**config.mk**
```make
export PLATFORM = sky130hd
export DESIGN_NAME = obl_ctrl
export DESIGN_NICKNAME = d
export VERILOG_FILES = /design/src/rtl/obl_pkg.sv /design/src/rtl/obl_ctrl.sv
export SDC_FILE = /design/constraint.sdc
export NUM_CORES = 1
export LEC_CHECK = 0
export CORE_AREA = 3 3 40 42
export CTS_CLUSTER_DIAMETER = 120
export DETAILED_ROUTE_END_ITERATION = 6
export DIE_AREA = 0 0 43 45
export DONT_BUFFER_PORTS = 1
export PLACE_DENSITY = 0.47
export SETUP_SLACK_MARGIN = 0.5
export SYNTH_ARGS = -nofsm -noshare
export SYNTH_HDL_FRONTEND = slang
export SYNTH_SLANG_ARGS = --single-unit
```
**constraint.sdc**
```tcl
create_clock -name clk -period 1.9 [get_ports clk]
set_input_delay 0.19 -clock clk [delete_from_list [all_inputs] [get_ports clk]]
set_output_delay 0.19 -clock clk [all_outputs]
set_load 0.005 [all_outputs]
```
**src/rtl/obl_pkg.sv**
```systemverilog
// ----------------------------------------------------------------------------
// obl_pkg
// shared types and defaults for the order book level tracker
// ----------------------------------------------------------------------------
package obl_pkg;

	localparam int BOOK_DEPTH_DEF = 64;
	localparam int PRICE_BITS_DEF = 32;

	typedef struct packed {
		logic        side;
		logic [31:0] level_price;
		logic [31:0] level_amount;
		logic [47:0] msg_time;
		logic        last_in_msg;
	} change_t;

	typedef struct packed {
		logic [47:0] out_time;
		logic [31:0] best_bid_price;
		logic [31:0] best_bid_amount;
		logic [31:0] best_ask_price;
		logic [31:0] best_ask_amount;
		logic        bid_present;
		logic        ask_present;
		logic        overflow_seen;
	} result_t;

	typedef struct packed {
		logic load;
		logic clear;
		logic step;
		logic best;
		logic apply;
	} cmd_t;

	typedef struct packed {
		logic scan_done;
		logic last;
	} status_t;

endpackage

```
**src/rtl/obl_ctrl.sv**
```systemverilog
// ----------------------------------------------------------------------------
// obl_ctrl
// sequencer: load, match scan, apply, best scan, result transfer
// ----------------------------------------------------------------------------
module obl_ctrl (
	input  logic            clk,
	input  logic            arst_n,
	input  logic            start,
	input  obl_pkg::status_t sts,
	output obl_pkg::cmd_t   cmd,
	output logic            busy,
	output logic            strobe
);
	import obl_pkg::*;

	typedef enum logic [5:0] {
		S_IDLE  = 6'b000001,
		S_MATCH = 6'b000010,
		S_APPLY = 6'b000100,
		S_CLR   = 6'b001000,
		S_BEST  = 6'b010000,
		S_EMIT  = 6'b100000
	} state_t;

	state_t state_q, state_d;

	always_ff @(posedge clk or negedge arst_n) begin
		if (!arst_n) state_q <= S_IDLE;
		else state_q <= state_d;
	end

	always_comb begin
		state_d = state_q;
		cmd = '0;
		case (state_q)
			S_IDLE: begin
				if (start) begin
					cmd.load = 1'b1;
					cmd.clear = 1'b1;
					state_d = S_MATCH;
				end
			end
			S_MATCH: begin
				cmd.step = 1'b1;
				if (sts.scan_done) state_d = S_APPLY;
			end
			S_APPLY: begin
				cmd.apply = 1'b1;
				state_d = sts.last ? S_CLR : S_IDLE;
			end
			S_CLR: begin
				cmd.clear = 1'b1;
				state_d = S_BEST;
			end
			S_BEST: begin
				cmd.step = 1'b1;
				cmd.best = 1'b1;
				if (sts.scan_done) state_d = S_EMIT;
			end
			S_EMIT: state_d = S_IDLE;
			default: state_d = S_IDLE;
		endcase
	end

	assign busy = (state_q != S_IDLE);
	assign strobe = (state_q == S_EMIT);

	a_accept_busy: assert property (@(posedge clk) disable iff (!arst_n)
		(start && !busy) |=> busy) else $error("accepted transfer not busy");
	a_strobe_single: assert property (@(posedge clk) disable iff (!arst_n)
		strobe |=> !strobe) else $error("result strobe longer than one cycle");
	a_apply_once: assert property (@(posedge clk) disable iff (!arst_n)
		cmd.apply |=> !cmd.apply) else $error("apply repeated");
	a_emit_after_best: assert property (@(posedge clk) disable iff (!arst_n)
		strobe |-> $past(cmd.best)) else $error("result without best scan");
endmodule

```
**Word level (Yosys, flattened, before mapping)**

Cells that the tools add are included.

- Logic and storage cells: 24
- Register bits: 6
- Output and inout port bits: 7
- Input bits: 5

- Muxes and demuxes: 11
- Equality and inequality tests: 10
- Reduce and logical (&&, ||, !) cells: 2

Operators with widths:

| operator | count |
|---|---|
| 6-bit one-hot mux with 5 select lines | 1 |
| 6-bit two-way mux | 3 |
| 6-bit by 1-bit == test with 1-bit output (second input constant) | 1 |
| 6-bit by 2-bit == test with 1-bit output (second input constant) | 1 |
| 6-bit by 3-bit == test with 1-bit output (second input constant) | 1 |
| 6-bit by 4-bit == test with 1-bit output (second input constant) | 1 |
| 6-bit by 5-bit == test with 1-bit output (second input constant) | 1 |
| 6-bit == test (second input constant) | 1 |
| 2-bit inequality test (second input constant) | 3 |
| 6-bit by 1-bit inequality test with 1-bit output (second input constant) | 1 |
| 1-bit two-way mux | 4 |
| 4-bit two-way mux | 1 |
| 3-bit AND reduction | 1 |
| 2-bit two-way mux | 1 |
| 1-bit one-hot mux with 2 select lines | 1 |
| 2-bit OR reduction | 1 |

**Logic depth before layout (Yosys ltp)**

Gate-level depths: netlist of the first run.

- Word-level depth: 3
- Mapped depth: 4

**Worst setup path before layout of the first run**

Ideal clock, no wire load.

- Kind: reg-to-output
- From: reg state_q[3]
- To: out cmd[0] (netlist bit)
- Cell stages (with the launch flop): 3
- Arrival time: 1156 ps
- Slack: 554 ps
- Path buffers: 0
- Data required time: 1710 ps
- Cells stage by stage: dfrtp_1 or4b_4 nor3_1

RTL lines:

| item | line | source |
|---|---|---|
| from (decl) | obl_ctrl.sv:25 | `state_t state_q, state_d;` |
| from (signal assigned) | obl_ctrl.sv:29 | `else state_q <= state_d;` |
| to (decl) | obl_ctrl.sv:10 | `output obl_pkg::cmd_t cmd,` |

==> qor.csv, run 1 <==
stage;metric;value;unit
routing;detailed-routing iteration count for the pre-antenna-repair pass;3;
floorplan;number of top-level design ports;12;
routing;Via-to-Cell Ratio;5.37;
clocking;H-tree level count;1;
synth;YS warnings;0;
place;cell area after placement;418;um^2
setup_path;Reg2Reg Launch Point;state_q[1]$_DFFE_PN0P_;
setup_path;critical path arrival;1.36;ns
synth;commonest register cell after synthesis;sky130_fd_sc_hd__dfrtp_1;
setup_path;critical register-to-register path endpoint;state_q[0]$_DFFE_PN1P_;
power_and_ir_drop;Peak supply drop;0.495;mV
synth;fraction of post-synthesis cell area in the top cell type by area;0.299;
setup_path;reg-to-reg setup timing slack;0.43;ns
setup_path;reg2reg path depth;4;
floorplan;die width;43;um
clocking;insertion delay of the later-clocked pin in the worst-skew pair;0.25;ns
synth;cell types with the largest area share after synthesis;sky130_fd_sc_hd__dfrtp_1, sky130_fd_sc_hd__nor2_1, sky130_fd_sc_hd__dfstp_2;
setup_path;Max stage delay on crit path;0.56;ns
finish;Layout Nets;67;
global_routing;wire length of the first global-routing pass;1.80;mm
min_path;type of the most critical hold path;input pin to flip-flop;
synth;cell type with the highest aggregate area in the netlist;sky130_fd_sc_hd__dfrtp_1;
status;status;complete, no violations;
floorplan;core area;0.00128;mm^2
global_routing;Tot GR Track Use;0.129;
floorplan;Initial Util;0.325;
place;weighted congestion reported at the end of routability-driven placement;0.722;
setup_path;CP Buf/Inv Count;0;
global_routing;grt ovf;0;
synth;number of register bits inferred by synthesis;6;
sta;unrepaired setup endpoints after global routing;yes;
run;Max-Cap Viols;0;
place;minimum setup slack after placement;0.436;ns
routing;DRC violations left;0;
finish;FF+latch area;156;um^2
clocking;clock-pin transition on the worst setup and hold timing paths;0.05;ns
finish;largest register by flop count;state_q;
clocking;CTS buffer count;3;
setup_path;crit end category;primary output;
synth;number of synthesized flops with an enable pin;0;
sta;final worst clock skew;0.0145;ns
setup_path;Top Family by Delay on Critical Path;simple AND/OR/NAND/NOR gates;
finish;P&R area growth vs syn;38.6;%
sta;headroom to the max-slew limit;0.816;
sta;period utilization;0.816;
setup_path;CP Data Required Time;1.71;ns
global_routing;initial antenna violation count;0;
setup_path;critical path class;flip-flop to primary output;
synth;Post-Synthesis Net Count;53;
finish;number of flip-flops in the largest register;6;
synth;post-synthesis cell type count;29;
power_and_ir_drop;total power after layout;688;uW
setup_path;startpoint kind of the worst setup timing path;flip-flop;
place;Detailed Place HPWL;767;um
sta;setup violators final;0;
sta;setup TNS after final layout;0;ns
finish;registers with the highest flip-flop counts;state_q (6);
setup_path;CP Cell Sequence;or4b_4 -> nor3_4;
sta;number of hold violations in the final report;0;
min_path;Min-Delay Startpoint;sts[1];
synth;share of synthesized area occupied by flip-flops and latches;0.362;
sta;Final Max Slew Viols;0;
sta;Highest Clock Rate;645;MHz
min_path;hold-critical path depth;2;
floorplan;overall die height;45;um
min_path;worst hold path endpoint;state_q[2]$_DFFE_PN0P_;
floorplan;die footprint;0.00194;mm^2
power_and_ir_drop;Pleak;0.240;nW
sta;final worst path period need;1.55;ns
clocking;root buffer cell;sky130_fd_sc_hd__clkbuf_4;
synth;Cells after Synth;48;
power_and_ir_drop;total power per unit cell area;1190;mW/mm^2
finish;fill count;138;
routing;total via count in the routed design;408;
sta;transition at the pin with the smallest max-transition slack;0.272;ns
floorplan;total number of placement rows;13;
finish;number of antenna diodes;0;
routing;initial DRC count;6;
finish;cell area after layout;579;um^2
global_routing;via count of the first global-routing pass;410;
finish;share of final-layout standard cells stronger than drive strength 1;0.557;
routing;Antenna Nets Post-Route;0;
synth;cell with the most instances after synthesis;sky130_fd_sc_hd__nor2_1;
setup_path;Crit Path Max Fanout;3;
global_routing;largest net degree at the start of global routing;11;
place;count of buffers from port buffering;0;
synth;mean instance size in the synthesized netlist;8.71;um^2
routing;total detailed-routing wirelength;1.18;mm
clocking;clock tree from TritonCTS;done;
routing;routed len/inst;15.5;um
clocking;clock tree buffer depth;2;
synth;post-synth design cell area;418;um^2
setup_path;worst-path cell with the longest stage delay;sky130_fd_sc_hd__or4b_4;
synth;most instantiated cells after synthesis;sky130_fd_sc_hd__nor2_1, sky130_fd_sc_hd__dfrtp_1, sky130_fd_sc_hd__nand2_1;
sta;Worst Hold Margin;0.0988;ns
finish;area taken by multi-input logic gates;285;um^2
clocking;CTS sink cnt;6;
synth;share of flip-flops with an asynchronous set or reset;1.00;
sta;final critical-path setup slack;0.349;ns
per-layer routing:
| layer | global-route usage | wire length [um] | vias up |
|---|---|---|---|
| met5 | 0 | 0 | - |
| met4 | 0.127 | 19 | 0 |
| met3 | 0.00398 | 21 | 2 |
| met2 | 0.222 | 682 | 5 |
| met1 | 0.143 | 454 | 202 |
| li1 | - | - | 199 |
layout by cell type, fill, tap and decap left out, drive strengths merged:
cell type,instances
a21oi,2
a311oi,1
and3,1
and4,1
buf,10
clkbuf,4
dfrtp,5
dfstp,1
dlygate4sd3,1
inv,2
mux2,1
nand2,3
nand2b,1
nand3,2
nand4,1
nor2,10
nor2b,1
nor3,1
nor3b,1
nor4b,1
o211ai,1
o21a,1
o21ai,1
o22ai,2
or2b,2
or3b,1
or4,1
or4b,2
metrics by stage:
step,cells,utilization
5_1_grt,76,0.451
4_1_cts,75,0.430
6_report,76,0.451
3_5_place_dp,61,0.325
3_3_place_gp,61,0.325
2_1_floorplan,48,-
cells by family (layout without fill, tap and decap cells):
| logic type | Yosys count | after routing | share of synthesized area |
|---|---|---|---|
| buf+inv | 4 | 17 | 0.0629 |
| flops | 6 | 6 | 0.362 |
| compound gates | 8 | 8 | 0.138 |
| mux | 1 | 1 | 0.0269 |
| simple gates | 29 | 29 | 0.410 |
timing repair:
action	4_1_cts	5_1_grt
endpoints found under the setup margin	8	8
pin swaps	3	0
buffers inserted	9	1
endpoints found under the hold margin	6	0
hold buffers	1	0
gates resized for setup	11	5
layout make-up:
cell class,count,share of cell area
Sequential cell,6,0.270
Multi-Input combinational cell,38,0.492
Tap cell,15,0.0324
Clock buffer,4,0.0454
Inverter,2,0.0130
Timing Repair Buffer,11,0.147
where the power goes:
part | leakage, nW | total (mW) | internal (mW) | switching [mW]
Combinational | 0.152 | 0.357 | 0.183 | 0.174
Clock | 0.0150 | 0.127 | 0.0796 | 0.0473
Sequential | 0.0728 | 0.204 | 0.165 | 0.0388
worst max-delay path by stage:
stage	from	end	depth (start not counted)
5_1_grt	state_q[1]$_DFFE_PN0P_	cmd[0]	2
2_1_floorplan	state_q[3]$_DFFE_PN0P_	cmd[0]	2
4_1_cts	state_q[1]$_DFFE_PN0P_	cmd[0]	2
3_5_place_dp	state_q[1]$_DFFE_PN0P_	cmd[0]	2
6_report	state_q[1]$_DFFE_PN0P_	cmd[0]	2
3_3_place_gp	state_q[1]$_DFFE_PN0P_	cmd[0]	2
Power figures use the tool's default switching activity.
==> inputs of run 2 (changes only) <==
--- a/config.mk
+++ b/config.mk
@@ -5,12 +5,13 @@
 export SDC_FILE = /design/constraint.sdc
 export NUM_CORES = 1
 export LEC_CHECK = 0
+export ABC_AREA = 1
 export CORE_AREA = 3 3 40 42
 export CTS_CLUSTER_DIAMETER = 120
 export DETAILED_ROUTE_END_ITERATION = 6
 export DIE_AREA = 0 0 43 45
 export DONT_BUFFER_PORTS = 1
-export PLACE_DENSITY = 0.47
+export PLACE_DENSITY = 0.45
 export SETUP_SLACK_MARGIN = 0.5
 export SYNTH_ARGS = -nofsm -noshare
 export SYNTH_HDL_FRONTEND = slang
==> constraint.sdc (replaced) <==
create_clock -name clk -period 1.55 [get_ports clk]
set_input_delay 0.155 -clock clk [delete_from_list [all_inputs] [get_ports clk]]
set_output_delay 0.155 -clock clk [all_outputs]
set_load 0.005 [all_outputs]
==> run 2 against run 1 <==
  * Register-to-register slack got worse by 0.08 ns
  * First-iteration DRC count decreased by 33%
  * Sequential power increased by 18%
  * Combinational power decreased by 9.0%
  * Utilization decreased by 5.1 points
  * Flip-flop and latch count unchanged
  * Wire length decreased by 34%
  * Clock skew decreased by 0.013 ns
  * Non-clock buffer count decreased by 6
  * Final cell count decreased by 5.3%
==> qor.csv, run 2 <==
stage;metric;value;unit
status;status;complete, no violations;
synth;most instantiated cells after synthesis;sky130_fd_sc_hd__inv_1, sky130_fd_sc_hd__nor2_1, sky130_fd_sc_hd__dfrtp_1, sky130_fd_sc_hd__nand2_1, sky130_fd_sc_hd__nand3_1;
sta;Final Max Slew Viols;0;
routing;DRC violations left;0;
synth;fraction of post-synthesis cell area in the top cell type by area;0.317;
finish;P&R area growth vs syn;30.5;%
power_and_ir_drop;Peak supply drop;0.531;mV
sta;transition at the pin with the smallest max-transition slack;0.271;ns
place;instance count after placement with tap cells included;63;
global_routing;via count of the first global-routing pass;361;
clocking;CTS buffer count;3;
min_path;type of the most critical hold path;input pin to flip-flop;
synth;commonest register cell after synthesis;sky130_fd_sc_hd__dfrtp_1;
global_routing;wire length of the first global-routing pass;1.36;mm
place;Detailed Place HPWL;606;um
power_and_ir_drop;Net Switching;295;uW
sta;headroom to the max-slew limit;0.819;
finish;post-layout util;0.400;
clocking;clock tree from TritonCTS;done;
synth;share of flip-flops with an asynchronous set or reset;1.00;
floorplan;core area;0.00128;mm^2
sta;unrepaired setup endpoints after global routing;yes;
power_and_ir_drop;Clock Power Share;0.216;
run;Max-Cap Viols;0;
clocking;clock-pin transition on the worst setup and hold timing paths;0.05;ns
routing;Via-to-Cell Ratio;4.81;
routing;Antenna Nets Post-Route;0;
synth;Post-Synthesis Net Count;53;
power_and_ir_drop;Pleak;0.271;nW
floorplan;overall die height;45;um
setup_path;crit end category;primary output;
power_and_ir_drop;switching part of the total;0.409;
setup_path;startpoint kind of the worst setup timing path;flip-flop;
sta;setup violators final;0;
power_and_ir_drop;total power after layout;720;uW
synth;cell types with the largest area share after synthesis;sky130_fd_sc_hd__dfrtp_1, sky130_fd_sc_hd__nor2_4, sky130_fd_sc_hd__inv_1;
floorplan;die width;43;um
finish;Layout Nets;63;
clocking;insertion delay of the later-clocked pin in the worst-skew pair;0.24;ns
finish;share of final-layout standard cells stronger than drive strength 1;0.421;
global_routing;Tot GR Track Use;0.0971;
global_routing;initial antenna violation count;0;
power_and_ir_drop;combinational power share;0.451;
sta;setup TNS after final layout;0;ns
floorplan;die footprint;0.00194;mm^2
routing;total detailed-routing wirelength;777;um
place;minimum setup slack after placement;0.384;ns
setup_path;critical path class;flip-flop to primary output;
clocking;root buffer cell;sky130_fd_sc_hd__clkbuf_4;
place;count of buffers from port buffering;0;
routing;total via count in the routed design;346;
clocking;clock tree buffer depth;2;
routing;initial DRC count;4;
sta;period utilization;0.867;
synth;YS warnings;0;
sta;Highest Clock Rate;744;MHz
sta;final worst clock skew;0.00196;ns
routing;routed len/inst;10.8;um
finish;most used cells in the layout excluding fill and tap cells;sky130_fd_sc_hd__inv_1, sky130_fd_sc_hd__nor2_1, sky130_fd_sc_hd__nor2_4, sky130_fd_sc_hd__nand2_1;
sta;final critical-path setup slack;0.206;ns
floorplan;Initial Util;0.307;
finish;commonest non-fill, non-tap cell in the layout;sky130_fd_sc_hd__inv_1;
synth;number of synthesized flops with an enable pin;0;
clocking;H-tree level count;1;
floorplan;number of top-level design ports;12;
power_and_ir_drop;total power per unit cell area;1400;mW/mm^2
synth;number of register bits inferred by synthesis;6;
clocking;CTS sink cnt;6;
setup_path;critical path arrival;1.19;ns
synth;Cells after Synth;48;
power_and_ir_drop;share of power burned in registers;0.333;
synth;cell type with the highest aggregate area in the netlist;sky130_fd_sc_hd__dfrtp_1;
finish;final instance count without filler cells;72;
sta;final worst path period need;1.34;ns
place;weighted congestion reported at the end of routability-driven placement;0.670;
power_and_ir_drop;Cell Int Power;425;uW
setup_path;reg-to-reg setup timing slack;0.35;ns
finish;number of flip-flops in the largest register;6;
finish;registers with the highest flip-flop counts;state_q (6);
synth;post-synthesis cell type count;16;
synth;cell with the most instances after synthesis;sky130_fd_sc_hd__inv_1;
global_routing;grt ovf;0;
sta;Worst Hold Margin;0.0185;ns
setup_path;Crit Path Max Fanout;4;
place;cell area after placement;418;um^2
finish;number of antenna diodes;0;
sta;number of hold violations in the final report;0;
finish;cell area after layout;514;um^2
global_routing;largest net degree at the start of global routing;7;
floorplan;total number of placement rows;13;
routing;detailed-routing iteration count for the pre-antenna-repair pass;4;
finish;largest register by flop count;state_q;
setup_path;CP Data Required Time;1.39;ns
synth;mean instance size in the synthesized netlist;8.21;um^2
synth;post-synth design cell area;394;um^2
synth;share of synthesized area occupied by flip-flops and latches;0.384;
## run 2: cell count changes in the layout (fill, tap and decap cells not counted), sizes merged, moves of 2 or more
cell	delta
or2b	-2
nand2	+2
nor2	+3
buf	-7
or4b	-2
inv	+9
nand3	+5
## run 2: timing repair
item	CTS	global route
endpoints found under the setup margin	11	12
gates resized for setup	7	1
setup buffers	3	0
pin swaps	2	2
hold buffers	2	0
hold endpoints to repair	7	0
## run 2: area by class of cell
type                            count  area, um^2
Clock buffer                        4        26.3
Fill cell                         137         771
Inverter                           11        41.3
Multi-Input combinational cell     31         229
Sequential cell                     6         153
Tap cell                           15        18.8
Timing Repair Buffer                5        46.3
## run 2: cell families after synthesis
| kind of cell | Yosys count | share of synthesized area |
|---|---|---|
| simple gates | 27 | 0.457 |
| buf+inv | 11 | 0.105 |
| flops | 6 | 0.384 |
| compound gates | 4 | 0.0540 |
## run 2: worst max-delay path, cell delays in order, from the launching register on
cell	delay, ns
sky130_fd_sc_hd__dfstp_2	0.53
sky130_fd_sc_hd__buf_4	0.12
sky130_fd_sc_hd__nor2_4	0.04
sky130_fd_sc_hd__nand3_1	0.17
sky130_fd_sc_hd__o21ai_2	0.09
## run 2: path summary, 6_finish.rpt
path | startpoint | to | depth (start not counted)
setup / recovery | state_q[0]$_DFFE_PN1P_ | cmd[3] | 4
hold / removal | sts[1] | state_q[1]$_DFFE_PN0P_ | 1
setup reg to reg | state_q[0]$_DFFE_PN1P_ | state_q[5]$_DFFE_PN0P_ | 6
hold reg to reg | state_q[0]$_DFFE_PN1P_ | state_q[1]$_DFFE_PN0P_ | 4
max in group asynchronous | arst_n | state_q[0]$_DFFE_PN1P_ | 1
min in group asynchronous | arst_n | state_q[3]$_DFFE_PN0P_ | 1
## run 2: per-layer routing
metal | vias to the layer above | routed length [um] | global-route usage
li1 | 169 | - | -
met3 | 2 | 46 | 0.0199
met1 | 165 | 278 | 0.0880
met4 | 0 | 12 | 0.0904
met2 | 10 | 439 | 0.180
met5 | - | 0 | 0
## run 2: power by group through the flow
| stage | sequential [mW] | combinational, mW | clock, mW |
|---|---|---|---|
| 2_1_floorplan | 0.235 | 0.237 | 0 |
| 3_3_place_gp | 0.239 | 0.271 | 0 |
| 3_5_place_dp | 0.240 | 0.273 | 0 |
| 4_1_cts | 0.239 | 0.325 | 0.162 |
| 5_1_grt | 0.242 | 0.362 | 0.170 |
| 6_report | 0.240 | 0.325 | 0.155 |
==> inputs of run 3 (changes only) <==
--- a/config.mk
+++ b/config.mk
@@ -5,13 +5,13 @@
 export SDC_FILE = /design/constraint.sdc
 export NUM_CORES = 1
 export LEC_CHECK = 0
-export ABC_AREA = 1
+export ABC_AREA = 0
 export CORE_AREA = 3 3 40 42
 export CTS_CLUSTER_DIAMETER = 120
 export DETAILED_ROUTE_END_ITERATION = 6
 export DIE_AREA = 0 0 43 45
 export DONT_BUFFER_PORTS = 1
-export PLACE_DENSITY = 0.45
+export PLACE_DENSITY = 0.47
 export SETUP_SLACK_MARGIN = 0.5
 export SYNTH_ARGS = -nofsm -noshare
 export SYNTH_HDL_FRONTEND = slang
==> run 3 against run 2 <==
  * Clock skew grew 0.0022 ns
  * Critical path depth shrank 2
  * Wire length grew 66%
  * Worst setup slack lost 0.18 ns
  * Die area is the same
  * Critical path type unchanged
  * Clock-buffer cell count is the same
  * Largest cell class unchanged
==> qor.csv, run 3 (same netlist as run 1, synthesis figures left out) <==
stage;metric;value;unit
place;count of buffers from port buffering;0;
global_routing;grt ovf;0;
setup_path;Crit Path Max Fanout;4;
clocking;CTS buffer count;3;
setup_path;crit end category;primary output;
global_routing;wire length of the first global-routing pass;2.07;mm
clocking;root buffer cell;sky130_fd_sc_hd__clkbuf_4;
routing;total detailed-routing wirelength;1.29;mm
finish;number of antenna diodes;0;
floorplan;number of top-level design ports;12;
sta;unrepaired setup endpoints after global routing;yes;
clocking;clock tree from TritonCTS;done;
clocking;clock-pin transition on the worst setup and hold timing paths;0.05;ns
routing;Via-to-Cell Ratio;5.38;
power_and_ir_drop;Pleak;0.291;nW
sta;final critical-path setup slack;0.0232;ns
finish;cell area after layout;671;um^2
sta;final worst path period need;1.53;ns
finish;registers with the highest flip-flop counts;state_q (6);
finish;final instance count without filler cells;81;
finish;number of flip-flops in the largest register;6;
global_routing;via count of the first global-routing pass;471;
place;cell area after placement;458;um^2
setup_path;critical path class;flip-flop to primary output;
place;Detailed Place HPWL;814;um
finish;most used cells in the layout excluding fill and tap cells;sky130_fd_sc_hd__buf_4, sky130_fd_sc_hd__nor2_2, sky130_fd_sc_hd__nor2_1, sky130_fd_sc_hd__buf_6;
finish;Layout Nets;72;
floorplan;die width;43;um
routing;routed len/inst;16.0;um
clocking;clock tree buffer depth;2;
global_routing;largest net degree at the start of global routing;9;
global_routing;Tot GR Track Use;0.148;
routing;detailed-routing iteration count for the pre-antenna-repair pass;4;
place;weighted congestion reported at the end of routability-driven placement;0.669;
floorplan;Initial Util;0.325;
clocking;H-tree level count;1;
power_and_ir_drop;total power per unit cell area;1460;mW/mm^2
sta;Highest Clock Rate;655;MHz
status;status;complete, no violations;
floorplan;core area;0.00128;mm^2
sta;Final Max Slew Viols;0;
floorplan;overall die height;45;um
setup_path;critical path arrival;1.37;ns
sta;setup TNS after final layout;0;ns
floorplan;die footprint;0.00194;mm^2
sta;transition at the pin with the smallest max-transition slack;0.275;ns
clocking;insertion delay of the later-clocked pin in the worst-skew pair;0.25;ns
place;minimum setup slack after placement;0.100;ns
power_and_ir_drop;Peak supply drop;0.748;mV
global_routing;initial antenna violation count;0;
sta;final worst clock skew;0.00417;ns
sta;headroom to the max-slew limit;0.816;
finish;P&R area growth vs syn;60.5;%
routing;Antenna Nets Post-Route;0;
power_and_ir_drop;total power after layout;976;uW
routing;DRC violations left;0;
sta;period utilization;0.985;
sta;number of hold violations in the final report;0;
finish;fill count;121;
run;Max-Cap Viols;0;
finish;largest register by flop count;state_q;
finish;commonest non-fill, non-tap cell in the layout;sky130_fd_sc_hd__buf_4;
setup_path;startpoint kind of the worst setup timing path;flip-flop;
routing;initial DRC count;5;
clocking;CTS sink cnt;6;
place;instance count after placement with tap cells included;63;
sta;setup violators final;0;
finish;share of final-layout standard cells stronger than drive strength 1;0.667;
routing;total via count in the routed design;436;
min_path;type of the most critical hold path;input pin to flip-flop;
floorplan;total number of placement rows;13;
setup_path;CP Data Required Time;1.39;ns
## run 3: cell count changes in the layout (fill, tap and decap cells not counted), sizes merged, moves of 2 or more
cell	delta
nand3	-5
buf	+12
nand2	-2
nor2	-3
or4b	+2
or2b	+2
inv	-9
## run 3: worst paths after layout
path,start,to,slack (ns),depth (start not counted)
max,state_q[3]$_DFFE_PN0P_,cmd[0],0.02,2
min,sts[1],state_q[5]$_DFFE_PN0P_,0.06,2
max reg2reg,state_q[3]$_DFFE_PN0P_,state_q[0]$_DFFE_PN1P_,0.06,4
min reg2reg,state_q[5]$_DFFE_PN0P_,state_q[4]$_DFFE_PN0P_,0.58,2
max in group asynchronous,arst_n,state_q[0]$_DFFE_PN1P_,1.07,1
min in group asynchronous,arst_n,state_q[3]$_DFFE_PN0P_,0.21,1
## run 3: final cells by class
cell class | instances | area [um^2] | area share
Sequential cell | 6 | 155 | 0.231
Clock buffer | 4 | 26.3 | 0.0392
Tap cell | 15 | 18.8 | 0.0280
Timing Repair Buffer | 16 | 138 | 0.205
Multi-Input combinational cell | 38 | 325 | 0.485
Inverter | 2 | 7.51 | 0.0112
## run 3: timing repair
action | in CTS | in global routing
hold endpoints to repair | 6 | 0
endpoints found under the setup margin | 13 | 13
gates cloned | 0 | 0
pin swaps | 4 | 5
hold buffers | 1 | 0
buffers inserted | 12 | 1
gates resized for setup | 11 | 10
## run 3: worst max-delay path, stage by stage (launching register included)
cell and delay, ns:
sky130_fd_sc_hd__dfrtp_2 0.44, sky130_fd_sc_hd__or4b_4 0.55, sky130_fd_sc_hd__nor3_4 0.14
## run 3: through the flow
stage | util | hold slack [ns]
floorplan | - | -0.141
global placement | 0.356 | -0.140
detailed placement | 0.356 | -0.140
CTS | 0.485 | 0.0520
global route | 0.522 | 0.0712
finish | 0.522 | 0.0584
## run 3: layer usage
layer,wire (um),track usage,vias up,share of wire
li1,-,-,209,-
met1,513,0.150,205,0.40
met2,675,0.251,18,0.52
met3,82,0.0837,4,0.063
met4,21,0.0663,0,0.016
met5,0,0,-,0
## run 3: where the power goes
part           switching [mW]  total [mW]  internal, mW
Sequential             0.0460       0.246         0.200
Combinational           0.249       0.564         0.315
Clock                  0.0676       0.166        0.0983
Total                   0.363       0.976         0.613
